<file path="config.mk">
export PLATFORM = sky130hd
export DESIGN_NAME = lin_slave_frame_handler
export DESIGN_NICKNAME = d
export VERILOG_FILES = /design/src/rtl/core/lsfh_pkg.sv /design/src/rtl/core/lin_slave_frame_handler.sv /design/src/rtl/core/lsfh_slot_table.sv
export SDC_FILE = /design/constraint.sdc
export NUM_CORES = 1
export LEC_CHECK = 0
export ABC_AREA = 1
export BUFFER_PORTS_ARGS = -buffer_cell sky130_fd_sc_hd__buf_4
export CAP_MARGIN = 20
export CORE_ASPECT_RATIO = 0.75
export CORE_MARGIN = 2
export CORE_UTILIZATION = 50
export DETAILED_ROUTE_END_ITERATION = 10
export PLACE_DENSITY_LB_ADDON = 0.12
export SYNTH_ARGS = -nofsm -noshare
export SYNTH_HDL_FRONTEND = slang
export SYNTH_SLANG_ARGS = --single-unit
</file>
<file path="constraint.sdc">
create_clock -name clk -period 2.9 [get_ports clk]
set_input_delay 0.29 -clock clk [delete_from_list [all_inputs] [get_ports clk]]
set_output_delay 0.29 -clock clk [all_outputs]
set_load 0.01 [all_outputs]
</file>
<file path="src/rtl/core/lsfh_pkg.sv">
// ----------------------------------------------------------------------------
// LIN slave frame handler package
// Word types, codes, sizes and small helper functions shared by the core.
// ----------------------------------------------------------------------------
package lsfh_pkg;

  // Table sizes.
  localparam int MSG_SLOTS = 16;
  localparam int MAX_DATA  = 8;
  localparam int SLOT_AW   = (MSG_SLOTS > 1) ? $clog2(MSG_SLOTS) : 1;
  localparam int TX_DEPTH  = MSG_SLOTS * MAX_DATA;
  localparam int TX_AW     = (TX_DEPTH > 1) ? $clog2(TX_DEPTH) : 1;
  localparam int LEN_W     = 4;

  localparam logic [7:0] SYNC_FIELD = 8'h55;

  // Input operations.
  localparam logic [1:0] OP_BREAK    = 2'd0;
  localparam logic [1:0] OP_RX_BYTE  = 2'd1;
  localparam logic [1:0] OP_WR_SLOT  = 2'd2;
  localparam logic [1:0] OP_WR_TX    = 2'd3;

  // Slot roles.
  localparam logic [1:0] ROLE_UNUSED   = 2'd0;
  localparam logic [1:0] ROLE_LISTENER = 2'd1;
  localparam logic [1:0] ROLE_OWNER    = 2'd2;
  localparam logic [1:0] ROLE_RSVD     = 2'd3;

  // Result kinds.
  localparam logic [2:0] KIND_TX_BYTE  = 3'd0;
  localparam logic [2:0] KIND_RX_DATA  = 3'd1;
  localparam logic [2:0] KIND_RX_OK    = 3'd2;
  localparam logic [2:0] KIND_TX_DONE  = 3'd3;
  localparam logic [2:0] KIND_SYNC_ERR = 3'd4;
  localparam logic [2:0] KIND_PAR_ERR  = 3'd5;
  localparam logic [2:0] KIND_CSUM_ERR = 3'd6;

  typedef struct packed {
    logic [1:0] operation;
    logic [7:0] rx_byte;
    logic [3:0] entry_index;
    logic [5:0] frame_id;
    logic [1:0] entry_role;
    logic [3:0] data_length;
    logic [2:0] byte_index;
    logic [7:0] byte_value;
  } in_item_t;

  typedef struct packed {
    logic [2:0] result_kind;
    logic [7:0] out_byte;
    logic [3:0] slot;
    logic       last;
  } out_item_t;

  // One message slot as stored in the slot table.
  typedef struct packed {
    logic [5:0]       id;
    logic [1:0]       role;
    logic [LEN_W-1:0] len;
  } slot_ent_t;

  // Eight-bit sum with end-around carry.
  function automatic logic [7:0] carry_add(input logic [7:0] a, input logic [7:0] b);
    logic [8:0] s;
    s = {1'b0, a} + {1'b0, b};
    return s[7:0] + {7'b0, s[8]};
  endfunction

  // P0 is even parity over ID bits 0,1,2,4; P1 is odd parity over bits 1,3,4,5.
  function automatic logic pid_parity_ok(input logic [7:0] pid);
    logic p0;
    logic p1;
    p0 = pid[0] ^ pid[1] ^ pid[2] ^ pid[4];
    p1 = ~(pid[1] ^ pid[3] ^ pid[4] ^ pid[5]);
    return (p0 == pid[6]) && (p1 == pid[7]);
  endfunction

endpackage

</file>
<file path="src/rtl/core/lin_slave_frame_handler.sv">
// ----------------------------------------------------------------------------
// LIN slave frame handler
// Slave side of a LIN frame: break, sync and PID checks, slot lookup,
// listener reception with checksum check and owner transmission.
// ----------------------------------------------------------------------------
//
//   Channel   Signals                        Dir  Word
//   in        in_valid / in_ready / in_item  in   in_item_t (events, writes)
//   out       out_valid / out_ready / out_item out out_item_t (results)
//   cfg       cfg_we / cfg_wdata             in   checksum mode bit
//
// Break events and table writes leave the sequencer idle. A sync-error,
// PID-error or checksum byte goes through ST_EMIT; a data byte goes through
// ST_LEN first, because the slot length is reread from the slot table. A
// valid PID starts a search of the slot table, one entry per cycle from a
// memory with a registered read; an owner slot then streams its bytes from
// the transmit memory, each read in ST_TX_RD and sent in ST_TX_EMIT, then
// the checksum in ST_TX_DONE. Reset is synchronous and clears all slot
// valid bits, so no clearing pass is needed. With out_ready low the
// sequencer holds at its next result; new words are taken only when it is idle.
//
module lin_slave_frame_handler (
  input  logic                clk,
  input  logic                rst,
  input  logic                in_valid,
  output logic                in_ready,
  input  lsfh_pkg::in_item_t  in_item,
  output logic                out_valid,
  input  logic                out_ready,
  output lsfh_pkg::out_item_t out_item,
  input  logic                cfg_we,
  input  logic                cfg_wdata
);

  // Frame progress as seen on the bus.
  typedef enum logic [5:0] {
    PH_IDLE  = 6'b000001,
    PH_BRK   = 6'b000010,
    PH_SYNC  = 6'b000100,
    PH_PID   = 6'b001000,
    PH_DATA  = 6'b010000,
    PH_CHECK = 6'b100000
  } phase_t;

  // Sequencer that works one accepted word through the memories.
  typedef enum logic [6:0] {
    ST_IDLE    = 7'b0000001,
    ST_SEARCH  = 7'b0000010,
    ST_LEN     = 7'b0000100,
    ST_EMIT    = 7'b0001000,
    ST_TX_RD   = 7'b0010000,
    ST_TX_EMIT = 7'b0100000,
    ST_TX_DONE = 7'b1000000
  } state_t;

  localparam logic [lsfh_pkg::SLOT_AW-1:0] LAST_SLOT =
    lsfh_pkg::SLOT_AW'(lsfh_pkg::MSG_SLOTS - 1);
  localparam logic [lsfh_pkg::LEN_W-1:0] MAX_LEN = lsfh_pkg::LEN_W'(lsfh_pkg::MAX_DATA);

  state_t                          state;
  phase_t                          frame_phase;
  logic                            checksum_mode;
  logic [lsfh_pkg::LEN_W-1:0]      byte_count;
  logic [7:0]                      running_sum;
  logic [lsfh_pkg::SLOT_AW-1:0]    active_slot;
  logic [7:0]                      rx_q;
  logic [lsfh_pkg::SLOT_AW-1:0]    srch_idx;
  logic [lsfh_pkg::SLOT_AW-1:0]    chk_idx;
  logic                            srch_primed;
  logic [lsfh_pkg::LEN_W-1:0]      tx_len;
  logic [lsfh_pkg::LEN_W-1:0]      tx_i;
  lsfh_pkg::out_item_t             pend;

  logic                            in_acc;
  logic                            out_free;
  logic                            out_load;
  lsfh_pkg::out_item_t             out_next;
  logic [3:0]                      slot_out;

  // Slot table ports.
  logic                            st_wr_en;
  lsfh_pkg::slot_ent_t             st_wr_data;
  logic                            st_rd_en;
  logic [lsfh_pkg::SLOT_AW-1:0]    st_rd_addr;
  lsfh_pkg::slot_ent_t             st_rd_data;

  // Transmit byte memory, MAX_DATA bytes per slot. Entries are undefined
  // until written, so it carries no valid bits.
  logic [7:0]                      tx_mem [lsfh_pkg::TX_DEPTH];
  logic                            tx_wr_en;
  logic [lsfh_pkg::TX_AW-1:0]      tx_wr_addr;
  logic                            tx_rd_en;
  logic [lsfh_pkg::TX_AW-1:0]      tx_rd_addr;
  logic [7:0]                      tx_rdata;

  logic                            slot_match;

  assign in_ready = (state == ST_IDLE);
  assign in_acc   = in_valid & in_ready;
  assign out_free = ~out_valid | out_ready;
  assign slot_out = 4'(active_slot);

  // Table writes happen only at acceptance, while the sequencer is idle, so
  // a write never overlaps a read of the same entry.
  assign st_wr_en = in_acc && (in_item.operation == lsfh_pkg::OP_WR_SLOT) &&
                    (int'(in_item.entry_index) < lsfh_pkg::MSG_SLOTS);
  assign st_wr_data.id   = in_item.frame_id;
  assign st_wr_data.role = (in_item.entry_role == lsfh_pkg::ROLE_RSVD) ?
                           lsfh_pkg::ROLE_UNUSED : in_item.entry_role;
  assign st_wr_data.len  = (in_item.data_length > MAX_LEN) ? MAX_LEN : in_item.data_length;

  assign tx_wr_en = in_acc && (in_item.operation == lsfh_pkg::OP_WR_TX) &&
                    (int'(in_item.entry_index) < lsfh_pkg::MSG_SLOTS) &&
                    (int'(in_item.byte_index) < lsfh_pkg::MAX_DATA);
  assign tx_wr_addr = lsfh_pkg::TX_AW'(int'(in_item.entry_index) * lsfh_pkg::MAX_DATA +
                                       int'(in_item.byte_index));
  assign tx_rd_addr = lsfh_pkg::TX_AW'(int'(active_slot) * lsfh_pkg::MAX_DATA + int'(tx_i));
  assign tx_rd_en   = (state == ST_TX_RD) && (tx_i != tx_len);

  // The search reads one entry per cycle; a data byte rereads its slot.
  always_comb begin
    st_rd_en   = 1'b0;
    st_rd_addr = srch_idx;
    if (state == ST_SEARCH) begin
      st_rd_en = 1'b1;
    end else if (in_acc && (in_item.operation == lsfh_pkg::OP_RX_BYTE) &&
                 (frame_phase == PH_DATA)) begin
      st_rd_en   = 1'b1;
      st_rd_addr = active_slot;
    end
  end

  assign slot_match = srch_primed && (st_rd_data.role != lsfh_pkg::ROLE_UNUSED) &&
                      (st_rd_data.id == rx_q[5:0]);

  lsfh_slot_table u_slot_table (
    .clk     (clk),
    .rst     (rst),
    .wr_en   (st_wr_en),
    .wr_addr (lsfh_pkg::SLOT_AW'(in_item.entry_index)),
    .wr_data (st_wr_data),
    .rd_en   (st_rd_en),
    .rd_addr (st_rd_addr),
    .rd_data (st_rd_data)
  );

  always_ff @(posedge clk) begin
    if (tx_wr_en) begin
      tx_mem[tx_wr_addr] <= in_item.byte_value;
    end
    if (tx_rd_en) begin
      tx_rdata <= tx_mem[tx_rd_addr];
    end
  end

  // Output register: the sequencer loads a result only when the slot is free.
  always_comb begin
    out_load = 1'b0;
    out_next = pend;
    unique case (state)
      ST_EMIT: begin
        out_load = out_free;
      end
      ST_TX_EMIT: begin
        out_load = out_free;
        out_next = '{result_kind: lsfh_pkg::KIND_TX_BYTE, out_byte: tx_rdata,
                     slot: slot_out, last: 1'b0};
      end
      ST_TX_DONE: begin
        out_load = out_free;
        out_next = '{result_kind: lsfh_pkg::KIND_TX_DONE, out_byte: ~running_sum,
                     slot: slot_out, last: 1'b1};
      end
      default: begin
        out_load = 1'b0;
      end
    endcase
  end

  always_ff @(posedge clk) begin
    if (out_load) begin
      out_item <= out_next;
    end
  end

  always_ff @(posedge clk) begin
    if (rst) begin
      out_valid <= 1'b0;
    end else if (out_load) begin
      out_valid <= 1'b1;
    end else if (out_ready) begin
      out_valid <= 1'b0;
    end
  end

  always_ff @(posedge clk) begin
    if (rst) begin
      checksum_mode <= 1'b0;
    end else if (cfg_we) begin
      checksum_mode <= cfg_wdata;
    end
  end

  // Main sequencer and frame state.
  always_ff @(posedge clk) begin
    if (rst) begin
      state       <= ST_IDLE;
      frame_phase <= PH_IDLE;
      byte_count  <= '0;
      running_sum <= '0;
      active_slot <= '0;
      srch_idx    <= '0;
      chk_idx     <= '0;
      srch_primed <= 1'b0;
      tx_len      <= '0;
      tx_i        <= '0;
    end else begin
      unique case (state)
        ST_IDLE: begin
          if (in_acc && (in_item.operation == lsfh_pkg::OP_BREAK)) begin
            frame_phase <= PH_BRK;
            byte_count  <= '0;
            running_sum <= '0;
          end else if (in_acc && (in_item.operation == lsfh_pkg::OP_RX_BYTE)) begin
            rx_q <= in_item.rx_byte;
            unique case (frame_phase)
              PH_IDLE: begin
                frame_phase <= PH_IDLE;
              end
              PH_BRK: begin
                // The break byte that follows a break event is skipped, whatever its value.
                frame_phase <= PH_SYNC;
              end
              PH_SYNC: begin
                if (in_item.rx_byte == lsfh_pkg::SYNC_FIELD) begin
                  frame_phase <= PH_PID;
                end else begin
                  frame_phase <= PH_IDLE;
                  pend  <= '{result_kind: lsfh_pkg::KIND_SYNC_ERR,
                             out_byte: in_item.rx_byte, slot: 4'd0, last: 1'b1};
                  state <= ST_EMIT;
                end
              end
              PH_PID: begin
                frame_phase <= PH_IDLE;
                if (!lsfh_pkg::pid_parity_ok(in_item.rx_byte)) begin
                  pend  <= '{result_kind: lsfh_pkg::KIND_PAR_ERR,
                             out_byte: in_item.rx_byte, slot: 4'd0, last: 1'b1};
                  state <= ST_EMIT;
                end else begin
                  srch_idx    <= '0;
                  srch_primed <= 1'b0;
                  state       <= ST_SEARCH;
                end
              end
              PH_DATA: begin
                running_sum <= lsfh_pkg::carry_add(running_sum, in_item.rx_byte);
                byte_count  <= byte_count + 1'b1;
                pend  <= '{result_kind: lsfh_pkg::KIND_RX_DATA,
                           out_byte: in_item.rx_byte, slot: slot_out, last: 1'b1};
                state <= ST_LEN;
              end
              PH_CHECK: begin
                frame_phase <= PH_IDLE;
                pend  <= '{result_kind: (~running_sum == in_item.rx_byte) ?
                                        lsfh_pkg::KIND_RX_OK : lsfh_pkg::KIND_CSUM_ERR,
                           out_byte: in_item.rx_byte, slot: slot_out, last: 1'b1};
                state <= ST_EMIT;
              end
              default: begin
                frame_phase <= PH_IDLE;
              end
            endcase
          end
        end

        ST_SEARCH: begin
          // Once primed, read data belongs to chk_idx, issued the cycle before.
          if (slot_match) begin
            active_slot <= chk_idx;
            running_sum <= checksum_mode ? rx_q : 8'h00;
            byte_count  <= '0;
            if (st_rd_data.role == lsfh_pkg::ROLE_LISTENER) begin
              frame_phase <= (st_rd_data.len != '0) ? PH_DATA : PH_CHECK;
              state       <= ST_IDLE;
            end else begin
              tx_len <= st_rd_data.len;
              tx_i   <= '0;
              state  <= ST_TX_RD;
            end
          end else if (srch_primed && (chk_idx == LAST_SLOT)) begin
            // No slot carries this identifier: the frame is ignored.
            state <= ST_IDLE;
          end else begin
            srch_primed <= 1'b1;
            chk_idx     <= srch_idx;
            if (srch_idx != LAST_SLOT) begin
              srch_idx <= srch_idx + 1'b1;
            end
          end
        end

        ST_LEN: begin
          // Slot length as it stands now; a rewrite during the frame counts.
          if ((byte_count >= st_rd_data.len) || (byte_count >= MAX_LEN)) begin
            frame_phase <= PH_CHECK;
          end
          state <= ST_EMIT;
        end

        ST_EMIT: begin
          if (out_free) begin
            state <= ST_IDLE;
          end
        end

        ST_TX_RD: begin
          state <= (tx_i == tx_len) ? ST_TX_DONE : ST_TX_EMIT;
        end

        ST_TX_EMIT: begin
          if (out_free) begin
            running_sum <= lsfh_pkg::carry_add(running_sum, tx_rdata);
            tx_i        <= tx_i + 1'b1;
            state       <= ST_TX_RD;
          end
        end

        ST_TX_DONE: begin
          if (out_free) begin
            state <= ST_IDLE;
          end
        end

        default: begin
          state <= ST_IDLE;
        end
      endcase
    end
  end

endmodule

</file>
<file path="src/rtl/core/lsfh_slot_table.sv">
// ----------------------------------------------------------------------------
// Slot table
// Message slot memory with one write and one registered read port; a valid
// bit per entry makes unwritten slots read as unused.
// ----------------------------------------------------------------------------
module lsfh_slot_table (
  input  logic                        clk,
  input  logic                        rst,
  input  logic                        wr_en,
  input  logic [lsfh_pkg::SLOT_AW-1:0] wr_addr,
  input  lsfh_pkg::slot_ent_t         wr_data,
  input  logic                        rd_en,
  input  logic [lsfh_pkg::SLOT_AW-1:0] rd_addr,
  output lsfh_pkg::slot_ent_t         rd_data
);

  lsfh_pkg::slot_ent_t            mem [lsfh_pkg::MSG_SLOTS];
  logic [lsfh_pkg::MSG_SLOTS-1:0] vld;
  lsfh_pkg::slot_ent_t            rd_q;
  logic                           rd_vld;

  always_ff @(posedge clk) begin
    if (wr_en) begin
      mem[wr_addr] <= wr_data;
    end
    if (rd_en) begin
      rd_q <= mem[rd_addr];
    end
  end

  always_ff @(posedge clk) begin
    if (rst) begin
      vld    <= '0;
      rd_vld <= 1'b0;
    end else begin
      if (wr_en) begin
        vld[wr_addr] <= 1'b1;
      end
      if (rd_en) begin
        rd_vld <= vld[rd_addr];
      end
    end
  end

  // An entry never written since reset reads as an all-zero, unused slot.
  assign rd_data = rd_vld ? rd_q : '0;

endmodule

</file>
Word level (Yosys, flattened, before mapping)
Memory sizes are Yosys's and may differ from the RTL's. A register that Yosys moved wholly into a read port is not among the register bits.
Cells that the tools add are included.
{"block": "totals", "word_cells": 214, "mem_count": 2, "regBits": 105, "out_inout_bits": 18, "mem_bits_rw": 1216, "in_bits": 43}
{"memory": "tx_mem", "depth": 128, "word_bits": 8, "rd": 1, "rd_clocked_by_memory_dff": 1, "write_ports": 1, "line": "lin_slave_frame_handler.sv:89", "rtl": "logic [7:0] tx_mem [lsfh_pkg::TX_DEPTH];"}
{"memory": "u_slot_table.mem", "depth": 16, "word_bits": 12, "rd": 1, "rd_clocked_by_memory_dff": 1, "write_ports": 1, "line": "lsfh_slot_table.sv:17", "rtl": "lsfh_pkg::slot_ent_t mem [lsfh_pkg::MSG_SLOTS];"}
{"block": "op_classes", "magnitude_cmp": 6, "eq_ne": 47, "n_reduce_logical": 35, "n_addsub": 9, "bitwise_logic": 17, "mux": 75}
{"operator": "$mux W4", "count": 19}
{"operator": "$pmux W16 S4", "count": 1}
{"operator": "$mux W7", "count": 8}
{"operator": "$mux W8", "count": 6}
{"operator": "$pmux W7 S6", "count": 1}
{"operator": "$mux W6", "count": 6}
{"operator": "$pmux W6 S3", "count": 2}
{"operator": "$mux W16", "count": 2}
{"operator": "$pmux W16 S2", "count": 1}
{"operator": "$pmux W7 S4", "count": 1}
{"operator": "$pmux W4 S2", "count": 3}
{"operator": "$pmux W8 S3", "count": 1}
{"operator": "$reduce_and A7 Y1", "count": 3}
{"operator": "$add A8 B8 Y9", "count": 2}
{"operator": "$ne A2 B2 Y1 const B", "count": 9}
{"operator": "$mux W1", "count": 17}
{"operator": "$add A8 B1 Y8", "count": 2}
{"operator": "$or A16 B16 Y16", "count": 1}
{"operator": "$add A4 B1 Y4 const B", "count": 3}
{"operator": "$mux W12", "count": 1}
{"operator": "$ne A2 B1 Y1 const B", "count": 6}
{"operator": "$reduce_and A4 Y1", "count": 3}
{"operator": "$logic_and A1 B1 Y1", "count": 11}
{"operator": "$lt A4 B5 Y1 const B", "count": 2}
{"operator": "55 further kinds", "count": 78}

Logic depth before layout (Yosys ltp)
{"block": "depth", "word_depth": 11, "mapped_depth": 19, "ltp_nobuf": 19}

Modules after synthesis
A second synthesis with hierarchy kept.
{"block": "hier_totals", "cells_unflattened": 4968, "hier_area_um2": 56295.2}
{"module": "lin_slave_frame_handler", "instances": 1, "cells_per_inst": 4256, "seq_area_each_um2": 33121.8, "area_each_um2": 47555.6}
{"module": "lsfh_slot_table", "instances": 1, "cells_per_inst": 712, "seq_area_each_um2": 6466.2, "area_each_um2": 8739.6}

Least setup slack after synthesis
Ideal clock, no wire load.
{"block": "synth_path", "path_type": "reg2reg", "startpoint": "register running_sum[0]", "endpoint": "register running_sum[4]", "path_stages_with_launch": 19, "t_required_ns": 2.781, "arrival_time_ns": 2.506, "period_less_slack_ns": 2.625, "setup_time_ns": 0.119, "n_path_buf": 0, "slack_ns": 0.275, "path_cell_list": "dfxtp_1 ha_1 inv_1 fa_1 inv_1 nand4_1 o211ai_1 a21oi_1 o21bai_1 ha_1 ha_1 and2_1 nand2_1 nor2_1 nor2_1 nand2_1 nand2_1 a211oi_1 nor2_1"}
{"block": "synth_between", "elab_chain_cells": 6, "elab_cells_between_ends": 9, "classes_between": "add/sub: 4; mux: 5"}
{"element": "from (decl)", "line": "lin_slave_frame_handler.sv:64", "rtl": "logic [7:0] running_sum;"}
{"element": "from (signal assigned)", "line": "lin_slave_frame_handler.sv:257", "rtl": "running_sum <= lsfh_pkg::carry_add(running_sum, in_item.rx_byte);"}
{"element": "from (signal assigned)", "line": "lin_slave_frame_handler.sv:281", "rtl": "running_sum <= checksum_mode ? rx_q : 8'h00;"}
{"element": "from (signal assigned)", "line": "lin_slave_frame_handler.sv:323", "rtl": "running_sum <= lsfh_pkg::carry_add(running_sum, tx_rdata);"}
{"element": "$add A8 B8 Y9", "line": "lsfh_pkg.sv:66", "rtl": "s = {1'b0, a} + {1'b0, b};"}
{"element": "$add A8 B1 Y8", "line": "lsfh_pkg.sv:67", "rtl": "return s[7:0] + {7'b0, s[8]};"}
{"element": "$mux W8", "line": "lin_slave_frame_handler.sv:226", "rtl": "unique case (frame_phase)"}
{"element": "$mux W8", "line": "lin_slave_frame_handler.sv:224", "rtl": "end else if (in_acc && (in_item.operation == lsfh_pkg::OP_RX_BYTE)) begin"}
{"element": "$mux W8", "line": "lin_slave_frame_handler.sv:220", "rtl": "if (in_acc && (in_item.operation == lsfh_pkg::OP_BREAK)) begin"}
{"element": "$pmux W8 S3 (*)", "line": "lin_slave_frame_handler.sv:218", "rtl": "unique case (state)"}
Every way passes the cells marked *; elsewhere a longest branch is shown, timed or not. The select of a mux whose other input is x is not followed.
A chain may end at the register's enable or synchronous reset.

Worst setup path after layout
{"block": "layout_path", "startpoint": "register tx_rdata[0] (read register of tx_mem)", "endpoint": "register running_sum[4]"}
{"block": "layout_between", "elab_chain_cells": 4}
{"element": "from (decl)", "line": "lin_slave_frame_handler.sv:94", "rtl": "logic [7:0] tx_rdata;"}
{"element": "$add A8 B8 Y9", "line": "lsfh_pkg.sv:66"}
{"element": "$add A8 B1 Y8", "line": "lsfh_pkg.sv:67"}
{"element": "$mux W8", "line": "lin_slave_frame_handler.sv:322", "rtl": "if (out_free) begin"}
{"element": "$pmux W8 S3", "line": "lin_slave_frame_handler.sv:218"}
No other way between the ends. The select of a mux whose other input is x is not followed.

==> results.sh <==
export IMPL_status="complete, no violations"
export IMPL_p_comb_share_pct=2.8
export IMPL_synth_seq_area_share_pct=72.0
export IMPL_final_cell_mix="edfxtp_1, nor2_1, o21ai_0"
export IMPL_grt_overflow_total=0
export IMPL_grt_use_total_pct=26.4
export IMPL_tns_ns=0
export IMPL_ios=61
export IMPL_endpoint_kind="flip-flop"
export IMPL_maxSlewViolCount=0
export IMPL_die_area_sq_um=113000
export IMPL_die_height_um=291
export IMPL_first_pass_iters=5
export IMPL_crit_path_start_kind="flip-flop"
export IMPL_setup_viol=0
export IMPL_clkPwrFrac_pct=42.4
export IMPL_num_vias=37070
export IMPL_rsz0062_at_grt="true"
export IMPL_via_per_inst=5.86
export IMPL_slew_headroom_pct=32.3
export IMPL_hold_viol=0
export IMPL_grt_max_degree=90
export IMPL_synth_edf_count=1275
export IMPL_ys_warn_count=0
export IMPL_drtIter0Drc=4334
export IMPL_clock_skew_ns=0.0172
export IMPL_rows=105
export IMPL_fin_crit_sh_pct=96.9
export IMPL_leakage_nw=21.8
export IMPL_p_sw_w=0.00801
export IMPL_tightest_slew_ns=1.01
export IMPL_fmaxAchievable_ghz=0.356
export IMPL_ir_worst_vdd_v=0.000511
export IMPL_synth_flop_cell="edfxtp_1"
export IMPL_avgSynthCellArea_sq_um=12.2
export IMPL_synth_top_area_cell="edfxtp_1"
export IMPL_gp_congestion=0.902
export IMPL_cap_violations=0
export IMPL_synth_area_leaders="edfxtp_1, o21ai_0, nor2_1"
export IMPL_fin_ws_ns=0.0903
export IMPL_route_detailed_drc=0
export IMPL_regArea_sq_um=39600
export IMPL_layout_drive_gt1_share_pct=13.4
export IMPL_drt_wl_total_mm=150
export IMPL_netlist_instances=4514
export IMPL_core_sq_um=109000
export IMPL_synth_top_cell_area_share_pct=69.6
export IMPL_ys_ff_latch=1340
export IMPL_die_w_um=387
export IMPL_layout_nets=4857
export IMPL_cts_tree="done"
export IMPL_numCtsBuffers=133
export IMPL_io_buffers=60
export IMPL_path_clk_slew_ns=0.06
export IMPL_fin_crit_ns=2.81
export IMPL_hold_path_class="in2reg"
export IMPL_clkLatencyLatePin_ns=0.74
export IMPL_dp_hpwl_mm=92.3
export IMPL_synth_cell_types=53
export IMPL_cts_root_buf="clkbuf_16"
export IMPL_place_ws_ns=0.0233
export IMPL_synth_cell_area_sq_um=55000
export IMPL_wl_per_cell_um=23.7
export IMPL_worstSetupPathType="reg2reg"
export IMPL_synthArstFlopShare_pct=0
export IMPL_max_stage_delay_ns=0.38
export IMPL_critPathSlowestCell="fa_2"
export IMPL_final_fill_count=8896
export IMPL_antenna_left=0
export IMPL_seqPwrFrac_pct=54.8
export IMPL_syn2layout_area_growth_pct=15.6
export IMPL_antenna_found_initial=4
export IMPL_initial_utilization_pct=50.4
export IMPL_layout_commonest_cell="edfxtp_1"
export IMPL_cts_sinks=1340
export IMPL_cp_arrival_ns=3.44
export IMPL_grt_pass1_vias=34520
export IMPL_cp_max_fo=3
export IMPL_clockBufferDepth=3
export IMPL_powerDensity_nw_per_um2=610
export IMPL_syn_nets=4590
export IMPL_crit_chain="ha_2, inv_1, fa_2, inv_2, nand4_1, o211ai_1, a21oi_1, o21bai_1, ha_2, ha_4, and2_4, nand2_2, nor2_4, nor2_1, nand2_1, nand2_1, a211oi_2, nor2_1"
export IMPL_p_int_w=0.0308
export IMPL_multi_input_area_sq_um=13700
export IMPL_grt_pass1_wl_mm=224
export IMPL_switching_share_pct=20.7
export IMPL_h_tree_depth=4
export IMPL_required_ns=3.53
worst max-delay path: cells and delay by family, from the launching register on:
kind | cells | cell delay (ns)
buffers and inverters | 2 | 0.13
AOI/OAI and AO/OA | 4 | 0.61
DFF | 1 | 0.37
adders and majority gates | 4 | 0.92
and+or+nand+nor | 8 | 0.68
synth_stat cells, types with 29 or more instances:
cell and count:
o21bai_1 29, o22ai_1 256, dfxtp_1 65, nand2_1 241, o21ai_0 750, nand3_1 114
nor2_1 894, inv_1 172, o211ai_1 129, clkbuf_1 218, buf_2 57, edfxtp_1 1275
o21ai_1 41, a21oi_1 52, ha_1 31
stage by stage:
stage / std cells / utilization [%] / area, sq um / hold WS [ns] / power [W]
finish: 6327 / 58.3 / 63600 / 0.0380 / 0.0388
detailed placement: 6058 / 54.2 / 59100 / 0.453 / 0.0227
CTS: 6314 / 58.1 / 63400 / 0.00363 / 0.0390
global placement: 6058 / 54.2 / 59100 / 0.447 / 0.0227
floorplan: 4514 / - / 55000 / 0.384 / 0.0221
global route: 6327 / 58.3 / 63600 / 0.0352 / 0.0399
per-layer routing:
layer / vias to the layer above / wire length (um) / global-route usage, %
met1: 18232 / 68600 / 41.0
met4: 2 / 3030 / 7.07
met5: - / 8 / 0
met2: 1551 / 63700 / 37.3
li1: 17088 / - / -
met3: 197 / 14600 / 6.09
path summary, 6_finish.rpt:
kind	from	to	slack (ns)	depth (start not counted)
setup / recovery	tx_rdata[0]	running_sum[4]	0.09	18
hold / removal	in_item[0]	tx_mem[100][0]	0.04	1
setup reg to reg	tx_rdata[0]	running_sum[4]	0.09	18
hold reg to reg	u_slot_table.vld[7]	u_slot_table.vld[7]	0.46	1
logic make-up after synthesis:
logic type	count (synthesis)	synth area share [%]
AOI/OAI and AO/OA	1316	13.6
buffers and inverters	463	3.34
and+or+nand+nor	1335	9.89
DFF	1340	72.0
xor gates and xnor gates	27	0.430
adders and majority gates	33	0.778
power by group through the flow:
stage / clock [W] / combinational, W / sequential (W)
2_1_floorplan: 0 / 0.000448 / 0.0217
3_3_place_gp: 0 / 0.00102 / 0.0217
3_5_place_dp: 0 / 0.00103 / 0.0217
4_1_cts: 0.0167 / 0.00105 / 0.0212
5_1_grt: 0.0175 / 0.00119 / 0.0212
6_report: 0.0165 / 0.00109 / 0.0213
repair_timing:
item | CTS | global route
buffers inserted | 0 | 8
endpoints found under the setup margin | 0 | 94
hold buffers | 21 | 2
endpoints found under the hold margin | 147 | 4
gates resized for setup | 0 | 31
flip-flops by register name, summed over array words and instances, names as in the netlist, 6 cells and up:
| signal | flops |
|---|---|
| out_item | 16 |
| state | 7 |
| u_slot_table.vld | 16 |
| running_sum | 8 |
| frame_phase | 6 |
| tx_mem | 1024 |
| rx_q | 8 |
| tx_rdata | 8 |
| pend | 15 |
| u_slot_table.mem | 192 |
| u_slot_table.rd_q | 12 |
final cells by class:
class	count	share of cell area [%]
antenna	2	0.00787
clock buffer	169	5.64
clock inverter	66	0.753
inverter	183	1.11
multi-input combinational	2711	21.6
sequential	1340	62.3
tap	1444	2.84
timing repair buffer	412	5.80
Power figures use the tool's default switching activity.
